**src/hw/rtl/agfm_pkg.sv**
```systemverilog
`default_nettype none
package agfm_pkg;

  localparam int NumChannels = 2;
  localparam int ChW         = (NumChannels > 1) ? $clog2(NumChannels) : 1;

  localparam int CountW = 24;
  localparam int FreqW  = 32;
  localparam int TickW  = 20;
  localparam int ElapW  = 24;
  localparam int RemW   = 25;
  localparam int GateW  = 24;

  // shared divider: divisor up to f + 64000 in Q24.8, 34 bits
  localparam int DivW  = 34;
  localparam int IterW = 6;

  localparam logic [IterW-1:0] FreqIters = IterW'(32);
  localparam logic [IterW-1:0] GateIters = IterW'(20);

  localparam logic [TickW-1:0] TickReset = TickW'(1000);
  localparam logic [ElapW-1:0] InitUs    = ElapW'(500000);

  localparam logic [GateW-1:0] GateLongUs  = GateW'(10000000);
  localparam logic [GateW-1:0] GateOneUs   = GateW'(1000000);
  localparam logic [GateW-1:0] GateShortUs = GateW'(10000);

  localparam logic [ElapW-1:0] ElapsedMax = {ElapW{1'b1}};

  // most negative remaining time, -16777216 us
  localparam logic signed [RemW-1:0] RemainMin = {1'b1, {(RemW-1){1'b0}}};

  // 0.97 Hz in Q24.8, last value that still takes the long gate
  localparam logic [FreqW-1:0] SlowFreqMax = FreqW'(248);

  // 256000000 = 125000 << 11
  localparam int                ScaleMulW  = 17;
  localparam logic [ScaleMulW-1:0] ScaleMul = ScaleMulW'(125000);
  localparam int                ProdW      = CountW + ScaleMulW;

  // 16384000000000 = 15625000 << 20, low part zero
  localparam logic [DivW-1:0] GateNumHi = DivW'(15625000);
  localparam logic [DivW-1:0] GateBias  = DivW'(16384000);

endpackage
`default_nettype wire

```
**src/hw/rtl/agfm_in_if.sv**
```systemverilog
`default_nettype none
interface agfm_in_if import agfm_pkg::*; ();
  logic              valid;
  logic              ready;
  logic [CountW-1:0] count_ch0;
  logic [CountW-1:0] count_ch1;
  logic              restart_ch0;
  logic              restart_ch1;

  modport source (output valid, count_ch0, count_ch1, restart_ch0, restart_ch1,
                  input ready);
  modport sink (input valid, count_ch0, count_ch1, restart_ch0, restart_ch1,
                output ready);
endinterface
`default_nettype wire

```
**src/hw/rtl/agfm_out_if.sv**
```systemverilog
`default_nettype none
interface agfm_out_if import agfm_pkg::*; ();
  logic             valid;
  logic             ready;
  logic [FreqW-1:0] freq_ch0;
  logic [FreqW-1:0] freq_ch1;
  logic             updated_ch0;
  logic             updated_ch1;

  modport source (output valid, freq_ch0, freq_ch1, updated_ch0, updated_ch1,
                  input ready);
  modport sink (input valid, freq_ch0, freq_ch1, updated_ch0, updated_ch1,
                output ready);
endinterface
`default_nettype wire

```
**src/hw/rtl/adaptive_gate_frequency_meter.sv**
```systemverilog
// channel   dir   handshake          payload
// in_ch     in    valid/ready        count_ch0/1 (24b), restart_ch0/1
// out_ch    out   valid/ready        freq_ch0/1 (Q24.8, 32b), updated_ch0/1
// cfg       in    cfg_we_i           cfg_wdata_i = tick period in us (20b)
//
// one item at a time: a channel whose gate has not expired is passed over; when a
// gate expires, up to two divisions (frequency, then gate) run on the one shared
// shift-subtract divider, or a pending restart picks a short gate instead.
// the next item is taken while the previous result waits in the output register;
// the tick step stalls while that register still holds an item not yet taken.
// reset puts each channel at a 0.5 s gate already expired and tick period 1000 us.
`default_nettype none
module adaptive_gate_frequency_meter import agfm_pkg::*; (
  input  wire logic             clk_i,
  input  wire logic             rst_ni,
  input  wire logic             cfg_we_i,
  input  wire logic [TickW-1:0] cfg_wdata_i,
  agfm_in_if.sink               in_ch,
  agfm_out_if.source            out_ch
);

  localparam logic [2:0] S_IDLE  = 3'd0;
  localparam logic [2:0] S_CHAN  = 3'd1;
  localparam logic [2:0] S_FPREP = 3'd2;
  localparam logic [2:0] S_FDIV  = 3'd3;
  localparam logic [2:0] S_GPREP = 3'd4;
  localparam logic [2:0] S_GDIV  = 3'd5;
  localparam logic [2:0] S_FIN   = 3'd6;
  localparam logic [2:0] S_TICK  = 3'd7;

  logic [2:0]     state_q;
  logic [ChW-1:0] ch_q;
  logic [TickW-1:0] tick_q;

  logic [CountW-1:0]      count_q   [NumChannels];
  logic [ElapW-1:0]       elapsed_q [NumChannels];
  logic signed [RemW-1:0] remain_q  [NumChannels];
  logic [GateW-1:0]       gate_q    [NumChannels];
  logic [FreqW-1:0]       freq_q    [NumChannels];
  logic [NumChannels-1:0] expired_q;
  logic [NumChannels-1:0] pend_q;
  logic [NumChannels-1:0] upd_q;

  logic [ProdW-1:0] prod_q;
  logic [FreqW-1:0] res_q;

  logic [DivW-1:0]  rem_q;
  logic [DivW-1:0]  den_q;
  logic [FreqW-1:0] num_q;
  logic [FreqW-1:0] quo_q;
  logic [IterW-1:0] cnt_q;

  logic             out_valid_q;
  logic [FreqW-1:0] out_freq_q [NumChannels];
  logic [NumChannels-1:0] out_upd_q;

  logic [CountW-1:0]      count_in [NumChannels];
  logic [NumChannels-1:0] restart_in;
  logic                   in_acc;
  logic                   out_free;
  logic                   last_ch;

  assign count_in[0]   = in_ch.count_ch0;
  assign count_in[1]   = in_ch.count_ch1;
  assign restart_in    = {in_ch.restart_ch1, in_ch.restart_ch0};
  assign in_ch.ready   = (state_q == S_IDLE);
  assign in_acc        = in_ch.valid && in_ch.ready;
  assign out_free      = !out_valid_q || out_ch.ready;
  assign last_ch       = (ch_q == ChW'(NumChannels - 1));

  assign out_ch.valid       = out_valid_q;
  assign out_ch.freq_ch0    = out_freq_q[0];
  assign out_ch.freq_ch1    = out_freq_q[1];
  assign out_ch.updated_ch0 = out_upd_q[0];
  assign out_ch.updated_ch1 = out_upd_q[1];

  // shared divider step: one quotient bit per cycle
  logic [DivW:0]   div_shift;
  logic [DivW+1:0] div_diff;
  logic            div_ge;
  logic [DivW-1:0] div_rem_d;

  assign div_shift = {rem_q, num_q[FreqW-1]};
  assign div_diff  = {1'b0, div_shift} - {2'b00, den_q};
  assign div_ge    = !div_diff[DivW+1];
  assign div_rem_d = div_ge ? div_diff[DivW-1:0] : div_shift[DivW-1:0];

  // product split: count * 256e6 = prod << 11, high word is prod[40:21]
  logic [DivW-1:0]  prod_hi;
  logic [FreqW-1:0] prod_lo;

  assign prod_hi = DivW'(prod_q[ProdW-1:21]);
  assign prod_lo = {prod_q[20:0], 11'b0};

  // per-tick counter update, independent per channel
  logic [ElapW-1:0]       elapsed_d [NumChannels];
  logic signed [RemW-1:0] remain_d  [NumChannels];
  logic [NumChannels-1:0] expired_d;

  always_comb begin
    for (int c = 0; c < NumChannels; c++) begin
      logic [ElapW:0]         e_sum;
      logic signed [RemW:0]   r_diff;
      e_sum  = {1'b0, elapsed_q[c]} + (ElapW+1)'(tick_q);
      r_diff = {remain_q[c][RemW-1], remain_q[c]} - $signed((RemW+1)'(tick_q));
      elapsed_d[c] = elapsed_q[c];
      remain_d[c]  = remain_q[c];
      if (!remain_q[c][RemW-1] && (remain_q[c] != '0)) begin
        elapsed_d[c] = e_sum[ElapW] ? ElapsedMax : e_sum[ElapW-1:0];
        remain_d[c]  = (r_diff < (RemW+1)'(RemainMin)) ? RemainMin : r_diff[RemW-1:0];
      end
      expired_d[c] = remain_d[c][RemW-1] || (remain_d[c] == '0);
    end
  end

  always_ff @(posedge clk_i or negedge rst_ni) begin
    if (!rst_ni) begin
      state_q     <= S_IDLE;
      ch_q        <= '0;
      tick_q      <= TickReset;
      expired_q   <= '1;
      pend_q      <= '0;
      upd_q       <= '0;
      out_valid_q <= 1'b0;
      out_upd_q   <= '0;
      for (int c = 0; c < NumChannels; c++) begin
        elapsed_q[c]  <= InitUs;
        remain_q[c]   <= RemW'(InitUs);
        gate_q[c]     <= InitUs;
        freq_q[c]     <= '0;
        out_freq_q[c] <= '0;
      end
    end else begin
      if (cfg_we_i) begin
        tick_q <= cfg_wdata_i;
      end
      // the tick step refills the output register itself
      if (out_valid_q && out_ch.ready && (state_q != S_TICK)) begin
        out_valid_q <= 1'b0;
      end
      case (state_q)
        S_IDLE: begin
          if (in_acc) begin
            for (int c = 0; c < NumChannels; c++) begin
              count_q[c] <= count_in[c];
            end
            pend_q  <= pend_q | restart_in;
            upd_q   <= '0;
            ch_q    <= '0;
            state_q <= S_CHAN;
          end
        end
        S_CHAN: begin
          prod_q <= ProdW'(count_q[ch_q]) * ProdW'(ScaleMul);
          if (!expired_q[ch_q]) begin
            state_q <= last_ch ? S_TICK : S_CHAN;
            ch_q    <= ch_q + 1'b1;
          end else if (pend_q[ch_q]) begin
            // restart: pick a short gate, frequency untouched
            gate_q[ch_q]    <= (gate_q[ch_q] == GateLongUs) ? GateOneUs : GateShortUs;
            remain_q[ch_q]  <= RemW'((gate_q[ch_q] == GateLongUs) ? GateOneUs
                                                                   : GateShortUs);
            elapsed_q[ch_q] <= '0;
            pend_q[ch_q]    <= 1'b0;
            state_q         <= last_ch ? S_TICK : S_CHAN;
            ch_q            <= ch_q + 1'b1;
          end else begin
            state_q <= S_FPREP;
          end
        end
        S_FPREP: begin
          if (count_q[ch_q] == '0) begin
            res_q   <= '0;
            state_q <= S_GPREP;
          end else if (prod_hi >= DivW'(elapsed_q[ch_q])) begin
            // quotient overflows 32 bits, also covers zero elapsed time
            res_q   <= '1;
            state_q <= S_GPREP;
          end else begin
            rem_q   <= prod_hi;
            den_q   <= DivW'(elapsed_q[ch_q]);
            num_q   <= prod_lo;
            quo_q   <= '0;
            cnt_q   <= FreqIters;
            state_q <= S_FDIV;
          end
        end
        S_FDIV, S_GDIV: begin
          rem_q <= div_rem_d;
          num_q <= {num_q[FreqW-2:0], 1'b0};
          quo_q <= {quo_q[FreqW-2:0], div_ge};
          cnt_q <= cnt_q - 1'b1;
          if (cnt_q == IterW'(1)) begin
            if (state_q == S_FDIV) begin
              res_q   <= {quo_q[FreqW-2:0], div_ge};
              state_q <= S_GPREP;
            end else begin
              state_q <= S_FIN;
            end
          end
        end
        S_GPREP: begin
          if (res_q <= SlowFreqMax) begin
            quo_q   <= FreqW'(GateLongUs);
            state_q <= S_FIN;
          end else begin
            rem_q   <= GateNumHi;
            den_q   <= DivW'(res_q) + GateBias;
            num_q   <= '0;
            quo_q   <= '0;
            cnt_q   <= GateIters;
            state_q <= S_GDIV;
          end
        end
        S_FIN: begin
          freq_q[ch_q]    <= res_q;
          gate_q[ch_q]    <= quo_q[GateW-1:0];
          remain_q[ch_q]  <= RemW'(quo_q[GateW-1:0]);
          elapsed_q[ch_q] <= '0;
          upd_q[ch_q]     <= 1'b1;
          state_q         <= last_ch ? S_TICK : S_CHAN;
          ch_q            <= ch_q + 1'b1;
        end
        S_TICK: begin
          if (out_free) begin
            for (int c = 0; c < NumChannels; c++) begin
              elapsed_q[c]  <= elapsed_d[c];
              remain_q[c]   <= remain_d[c];
              out_freq_q[c] <= freq_q[c];
            end
            expired_q   <= expired_d;
            out_upd_q   <= upd_q;
            out_valid_q <= 1'b1;
            state_q     <= S_IDLE;
          end
        end
        default: begin
          state_q <= S_IDLE;
        end
      endcase
    end
  end

  // divider keeps its partial remainder below the divisor
  a_div_rem: assert property (@(posedge clk_i) disable iff (!rst_ni)
    (state_q == S_FDIV || state_q == S_GDIV) |-> (rem_q < den_q))
    else $error("divider remainder not below divisor");

  a_div_cnt: assert property (@(posedge clk_i) disable iff (!rst_ni)
    (state_q == S_FDIV || state_q == S_GDIV) |-> (cnt_q != '0))
    else $error("divider running with zero iteration count");

  a_accept_start: assert property (@(posedge clk_i) disable iff (!rst_ni)
    in_acc |=> (state_q == S_CHAN && ch_q == '0 && upd_q == '0))
    else $error("item accepted but channel walk did not start");

  a_upd_gated: assert property (@(posedge clk_i) disable iff (!rst_ni)
    (state_q == S_FIN) |-> expired_q[ch_q])
    else $error("frequency update on a channel whose gate had not expired");

endmodule
`default_nettype wire
```
**src/flat_wrapper.sv**
```systemverilog
// flat-port wrapper written by rule: the top's interface ports become plain ports
module adaptive_gate_frequency_meter_flat import agfm_pkg::*;
  (clk_i, rst_ni, cfg_we_i, cfg_wdata_i, in_ch_valid, in_ch_count_ch0, in_ch_count_ch1, in_ch_restart_ch0, in_ch_restart_ch1, in_ch_ready, out_ch_valid, out_ch_freq_ch0, out_ch_freq_ch1, out_ch_updated_ch0, out_ch_updated_ch1, out_ch_ready);
  agfm_in_if in_ch_i ();
  agfm_out_if out_ch_i ();
  input  wire logic clk_i;
  input  wire logic rst_ni;
  input  wire logic cfg_we_i;
  input  wire logic [TickW-1:0] cfg_wdata_i;
  input wire logic [$bits(in_ch_i.valid)-1:0] in_ch_valid;
  input wire logic [$bits(in_ch_i.count_ch0)-1:0] in_ch_count_ch0;
  input wire logic [$bits(in_ch_i.count_ch1)-1:0] in_ch_count_ch1;
  input wire logic [$bits(in_ch_i.restart_ch0)-1:0] in_ch_restart_ch0;
  input wire logic [$bits(in_ch_i.restart_ch1)-1:0] in_ch_restart_ch1;
  output wire logic [$bits(in_ch_i.ready)-1:0] in_ch_ready;
  output wire logic [$bits(out_ch_i.valid)-1:0] out_ch_valid;
  output wire logic [$bits(out_ch_i.freq_ch0)-1:0] out_ch_freq_ch0;
  output wire logic [$bits(out_ch_i.freq_ch1)-1:0] out_ch_freq_ch1;
  output wire logic [$bits(out_ch_i.updated_ch0)-1:0] out_ch_updated_ch0;
  output wire logic [$bits(out_ch_i.updated_ch1)-1:0] out_ch_updated_ch1;
  input wire logic [$bits(out_ch_i.ready)-1:0] out_ch_ready;
  assign in_ch_i.valid = in_ch_valid;
  assign in_ch_i.count_ch0 = in_ch_count_ch0;
  assign in_ch_i.count_ch1 = in_ch_count_ch1;
  assign in_ch_i.restart_ch0 = in_ch_restart_ch0;
  assign in_ch_i.restart_ch1 = in_ch_restart_ch1;
  assign in_ch_ready = in_ch_i.ready;
  assign out_ch_valid = out_ch_i.valid;
  assign out_ch_freq_ch0 = out_ch_i.freq_ch0;
  assign out_ch_freq_ch1 = out_ch_i.freq_ch1;
  assign out_ch_updated_ch0 = out_ch_i.updated_ch0;
  assign out_ch_updated_ch1 = out_ch_i.updated_ch1;
  assign out_ch_i.ready = out_ch_ready;
  adaptive_gate_frequency_meter u_core (.clk_i(clk_i), .rst_ni(rst_ni), .cfg_we_i(cfg_we_i), .cfg_wdata_i(cfg_wdata_i), .in_ch(in_ch_i), .out_ch(out_ch_i));
endmodule
```
**config.mk**
```make
export PLATFORM = sky130hd
export DESIGN_NAME = adaptive_gate_frequency_meter_flat
export DESIGN_NICKNAME = d
export VERILOG_FILES = /design/src/hw/rtl/agfm_pkg.sv /design/src/hw/rtl/agfm_in_if.sv /design/src/hw/rtl/agfm_out_if.sv /design/src/hw/rtl/adaptive_gate_frequency_meter.sv /design/src/flat_wrapper.sv
export SDC_FILE = /design/constraint.sdc
export NUM_CORES = 2
export LEC_CHECK = 0
export CAP_MARGIN = 40
export CORE_MARGIN = 2
export CORE_UTILIZATION = 55
export CTS_CLUSTER_DIAMETER = 50
export DETAILED_ROUTE_END_ITERATION = 16
export DONT_BUFFER_PORTS = 1
export PLACE_DENSITY_LB_ADDON = 0.3
export SETUP_SLACK_MARGIN = 0.15
export SYNTH_ARGS = -nofsm -noshare
export SYNTH_HDL_FRONTEND = slang
export SYNTH_SLANG_ARGS = --single-unit
```
**constraint.sdc**
```tcl
create_clock -name clk_i -period 11.8 [get_ports clk_i]
set_clock_uncertainty 0.2 [all_clocks]
set_input_delay 0.59 -clock clk_i [delete_from_list [all_inputs] [get_ports clk_i]]
set_output_delay 0.59 -clock clk_i [all_outputs]
set_load 0.02 [all_outputs]
```
==> results.md <==
- # IOs: 143
- Worst Hold Class: primary input to flop
- TritonCTS clock tree: built
- Pin count of the biggest net entering global routing: 308
- Vias/cell: 6.012
- Final Cycle Share: 68.02%
- CTS Buffer Depth: 3
- Row Count: 92
- Die Area: 65710 um^2
- Initial Util: 55.62%
- Fin crit period: 8.026 ns
- Fin nets: 4043
- Number of clock sinks: 547
- Outcome: finished clean
- Total GRT Usage: 28.24%
- Worst Tran Pin Value: 0.9699 ns
- Number of synthesized flops with an enable pin: 240
- Die span in y: 256.3 um
- Crit-path max FO: 33
- CP max stage delay: 0.80 ns
- Via count: 27024
- Half-perimeter wire length after placement: 65.18 mm
- Pre-antenna DRT Iters: 6
- Clock latency on the worst-skew pair: 0.65 ns
- Yosys warns: 0
- Final setup violation count: 0
- Initial DRC count: 2917
- ANT nets after route: 0
- CP Data Arrival Time: 8.17 ns
- Post-synthesis sequential area ratio: 42.69%
- Required time of the critical path: 11.95 ns
- Fin. max-slew vios: 0
- First-pass GRT wire length: 147.5 mm
- Area Growth Syn to Fin: 12.17%
- Layout cells sized above 1: 8.715%
- Post-synth cell types: 106
- Unrepaired setup endpoints after global routing: no
- Synthesized instance count: 3540
- Max-slew headroom: 35.10%
- Die width: 256.3 um
- Drt drc: 0
- Core ar.: 62970 um^2
- Startpoint Class: flop
- Main synth FF type: dfrtp_1
- Fmax: 0.1246 GHz
- FF+latch count, synth: 547
- Asr flop ratio synth: 56.12%
- Largest delay share family, worst path: adder cells
- Hold Vio Cnt, Final: 0
- Root Driver: clkbuf_16
- Cts bufs inserted: 71
- Gpl congestion: 0.9482
- Syn avg cell area: 9.894 um^2
- Mapped cell area: 35020 um^2
- Final WL: 92.85 mm
- Initial antenna violation count: 2
- Clock transition at path regs: 0.05 ns
- WP buf/inv: 6
- Setup_tns: 0 ns
- Gr ovfl total: 0
- Crit-path slowest cell: dfrtp_4
- Diodes inserted: 0
- Crit. End Element: flop
- Crit Path Class: flop to flop
- H-tree Lvls: 3
- Routed len/inst: 20.66 um
- Syn_nets: 3992
- Port-buffer cells: 0
- Vias in the first global route: 26483
- Total of max-cap violations: 0
- Cell chain of the critical path: buf_4 > mux2i_1 > inv_1 > fa_1 > inv_1 > fa_1 > inv_1 > fa_1 > inv_1 > fa_1 > inv_1 > ha_1 > fa_1 > ha_1 > a211oi_1 > nand3b_1 > o31ai_4 > o31ai_2 > o311a_1 > o21a_1 > o21a_1 > nand2_1 > o311ai_2
[Yosys cell counts (14+ instances only)]
| cell | number | area, um^2 |
|---|---|---|
| a211oi_1 | 22 | 165.2 |
| a21o_1 | 80 | 600.6 |
| a21oi_1 | 195 | 975.9 |
| a22o_1 | 42 | 367.9 |
| a31oi_1 | 34 | 212.7 |
| and3_1 | 19 | 118.9 |
| buf_1 | 15 | 56.30 |
| clkbuf_1 | 108 | 405.4 |
| dfrtp_1 | 257 | 6431 |
| dfstp_2 | 50 | 1314 |
| edfxtp_1 | 240 | 7207 |
| fa_1 | 100 | 2002 |
| ha_1 | 277 | 3466 |
| inv_1 | 259 | 972.2 |
| mux2_2 | 43 | 484.2 |
| mux2i_1 | 88 | 880.8 |
| nand2_1 | 607 | 2278 |
| nand2b_1 | 26 | 162.7 |
| nand3_1 | 60 | 300.3 |
| nand4_1 | 25 | 156.4 |
| nor2_1 | 217 | 814.5 |
| nor2b_1 | 21 | 131.4 |
| nor3_1 | 62 | 310.3 |
| nor4_1 | 24 | 150.1 |
| o211ai_1 | 15 | 112.6 |
| o21a_1 | 41 | 307.8 |
| o21ai_0 | 178 | 890.9 |
| o21ai_1 | 17 | 85.08 |
| o21bai_1 | 14 | 105.1 |
| o31ai_1 | 15 | 112.6 |
| or3_1 | 25 | 156.4 |
| xnor2_1 | 82 | 718.2 |
| xor2_1 | 51 | 446.7 |
[metal layers]
layer	up-vias	part of all wire, %	track usage [%]
met5	-	0	0
li1	12666	-	-
met1	13147	43	40.09
met4	0	2.9	8.869
met3	167	8.3	5.032
met2	1044	45	44.17
[registers in the layout (all words and copies together) (netlist names), 3 cells and up]
name                    cells
u_core.freq_q              64
u_core.remain_q            50
u_core.count_q             48
u_core.elapsed_q           48
u_core.gate_q              48
u_core.prod_q              38
u_core.rem_q               34
u_core.den_q               33
u_core.out_ch.freq_ch0     32
u_core.out_ch.freq_ch1     32
u_core.res_q               32
u_core.quo_q               31
u_core.tick_q              20
u_core.num_q               18
u_core.cnt_q                6
u_core.state_q              3
[placed cells by master, fill, tap and decap left out, types with 33 or more instances in the layout]
cell and instances:
o21a_1 41, clkbuf_16 74, nand2_1 605, xor2_1 51, mux2i_1 88, nor3_1 61
a21oi_1 194, edfxtp_1 240, xnor2_1 82, a22o_1 42, dlygate4sd3_1 72, a31oi_1 33
dfrtp_1 256, dfstp_2 50, ha_1 277, fa_1 100, inv_1 259, o21ai_0 177
nor2_1 213, buf_4 34, nand3_1 60, mux2_2 43, a21o_1 80
[timing repair]
item | 4_1_cts | 5_1_grt
endpoints found under the hold margin | 377 | 75
buffers inserted | 0 | 0
resized for setup | 0 | 0
hold buffers | 72 | 1
[worst paths after layout]
path / from / slack (ns) / endpoint / cells after the start
max reg2reg: u_core.ch_q$_DFFE_PN0P_ / 3.77 / u_core.prod_q[39]$_DFFE_PP_ / 23
min in group asynchronous: rst_ni / 0.18 / u_core.out_ch.freq_ch0[8]$_DFFE_PN0P_ / 2
min: in_ch_valid / 0.06 / u_core.state_q[0]$_DFFE_PN0P_ / 3
max in group asynchronous: rst_ni / 9.49 / u_core.ch_q$_DFFE_PN0P_ / 4
max: u_core.ch_q$_DFFE_PN0P_ / 3.77 / u_core.prod_q[39]$_DFFE_PP_ / 23
min reg2reg: u_core.freq_q[56]$_DFFE_PN0P_ / 0.26 / u_core.out_ch.freq_ch0[24]$_DFFE_PN0P_ / 2
[worst reg2reg max path: stages (launching register included)]
cell	delay, ns
dfrtp_4	0.80
buf_4	0.54
mux2i_1	0.59
inv_1	0.28
fa_1	0.58
inv_1	0.05
fa_1	0.53
inv_1	0.06
fa_1	0.53
inv_1	0.06
fa_1	0.54
inv_1	0.05
ha_1	0.30
fa_1	0.43
ha_1	0.26
a211oi_1	0.36
nand3b_1	0.17
o31ai_4	0.35
o31ai_2	0.13
o311a_1	0.39
o21a_1	0.19
o21a_1	0.20
nand2_1	0.08
o311ai_2	0.09
[cell type report]
class	instances	area [um^2]
clock buffers	97	1988
clock inverters	34	426.7
fillers	5049	23680
inverters	261	979.7
multi-input cells	2593	18640
flip-flops and latches	547	14960
well taps	846	1059
repair buffers	117	1235
[logic make-up after synthesis]
kind of cell	share of synthesized area, %
AO/OA/AOI/OAI	15.59
XOR/XNOR	3.326
multiplexers	3.898
buffers and inverters	4.365
adder cells (fa/ha/maj)	15.61
AND/OR/NAND/NOR	14.51
flip-flops	42.69
[metrics by stage]
stage          setup WS [ns]  cell area, um^2  instances  util (%)  hold WS (ns)
3_5_place_dp           3.783            36040       4288     57.24        0.1167
2_1_floorplan          3.520            35020       3540         -       0.09441
3_3_place_gp           4.002            35890       4281     57.00        0.1193
5_1_grt                3.348            39290       4495     62.40       0.08079
6_report               3.774            39290       4495     62.40       0.06274
4_1_cts                3.756            39200       4491     62.25       0.04785
Power is left out: the tool's default activity adds up to more than one toggle a clock period on the data nets, which glitch-free logic cannot reach.
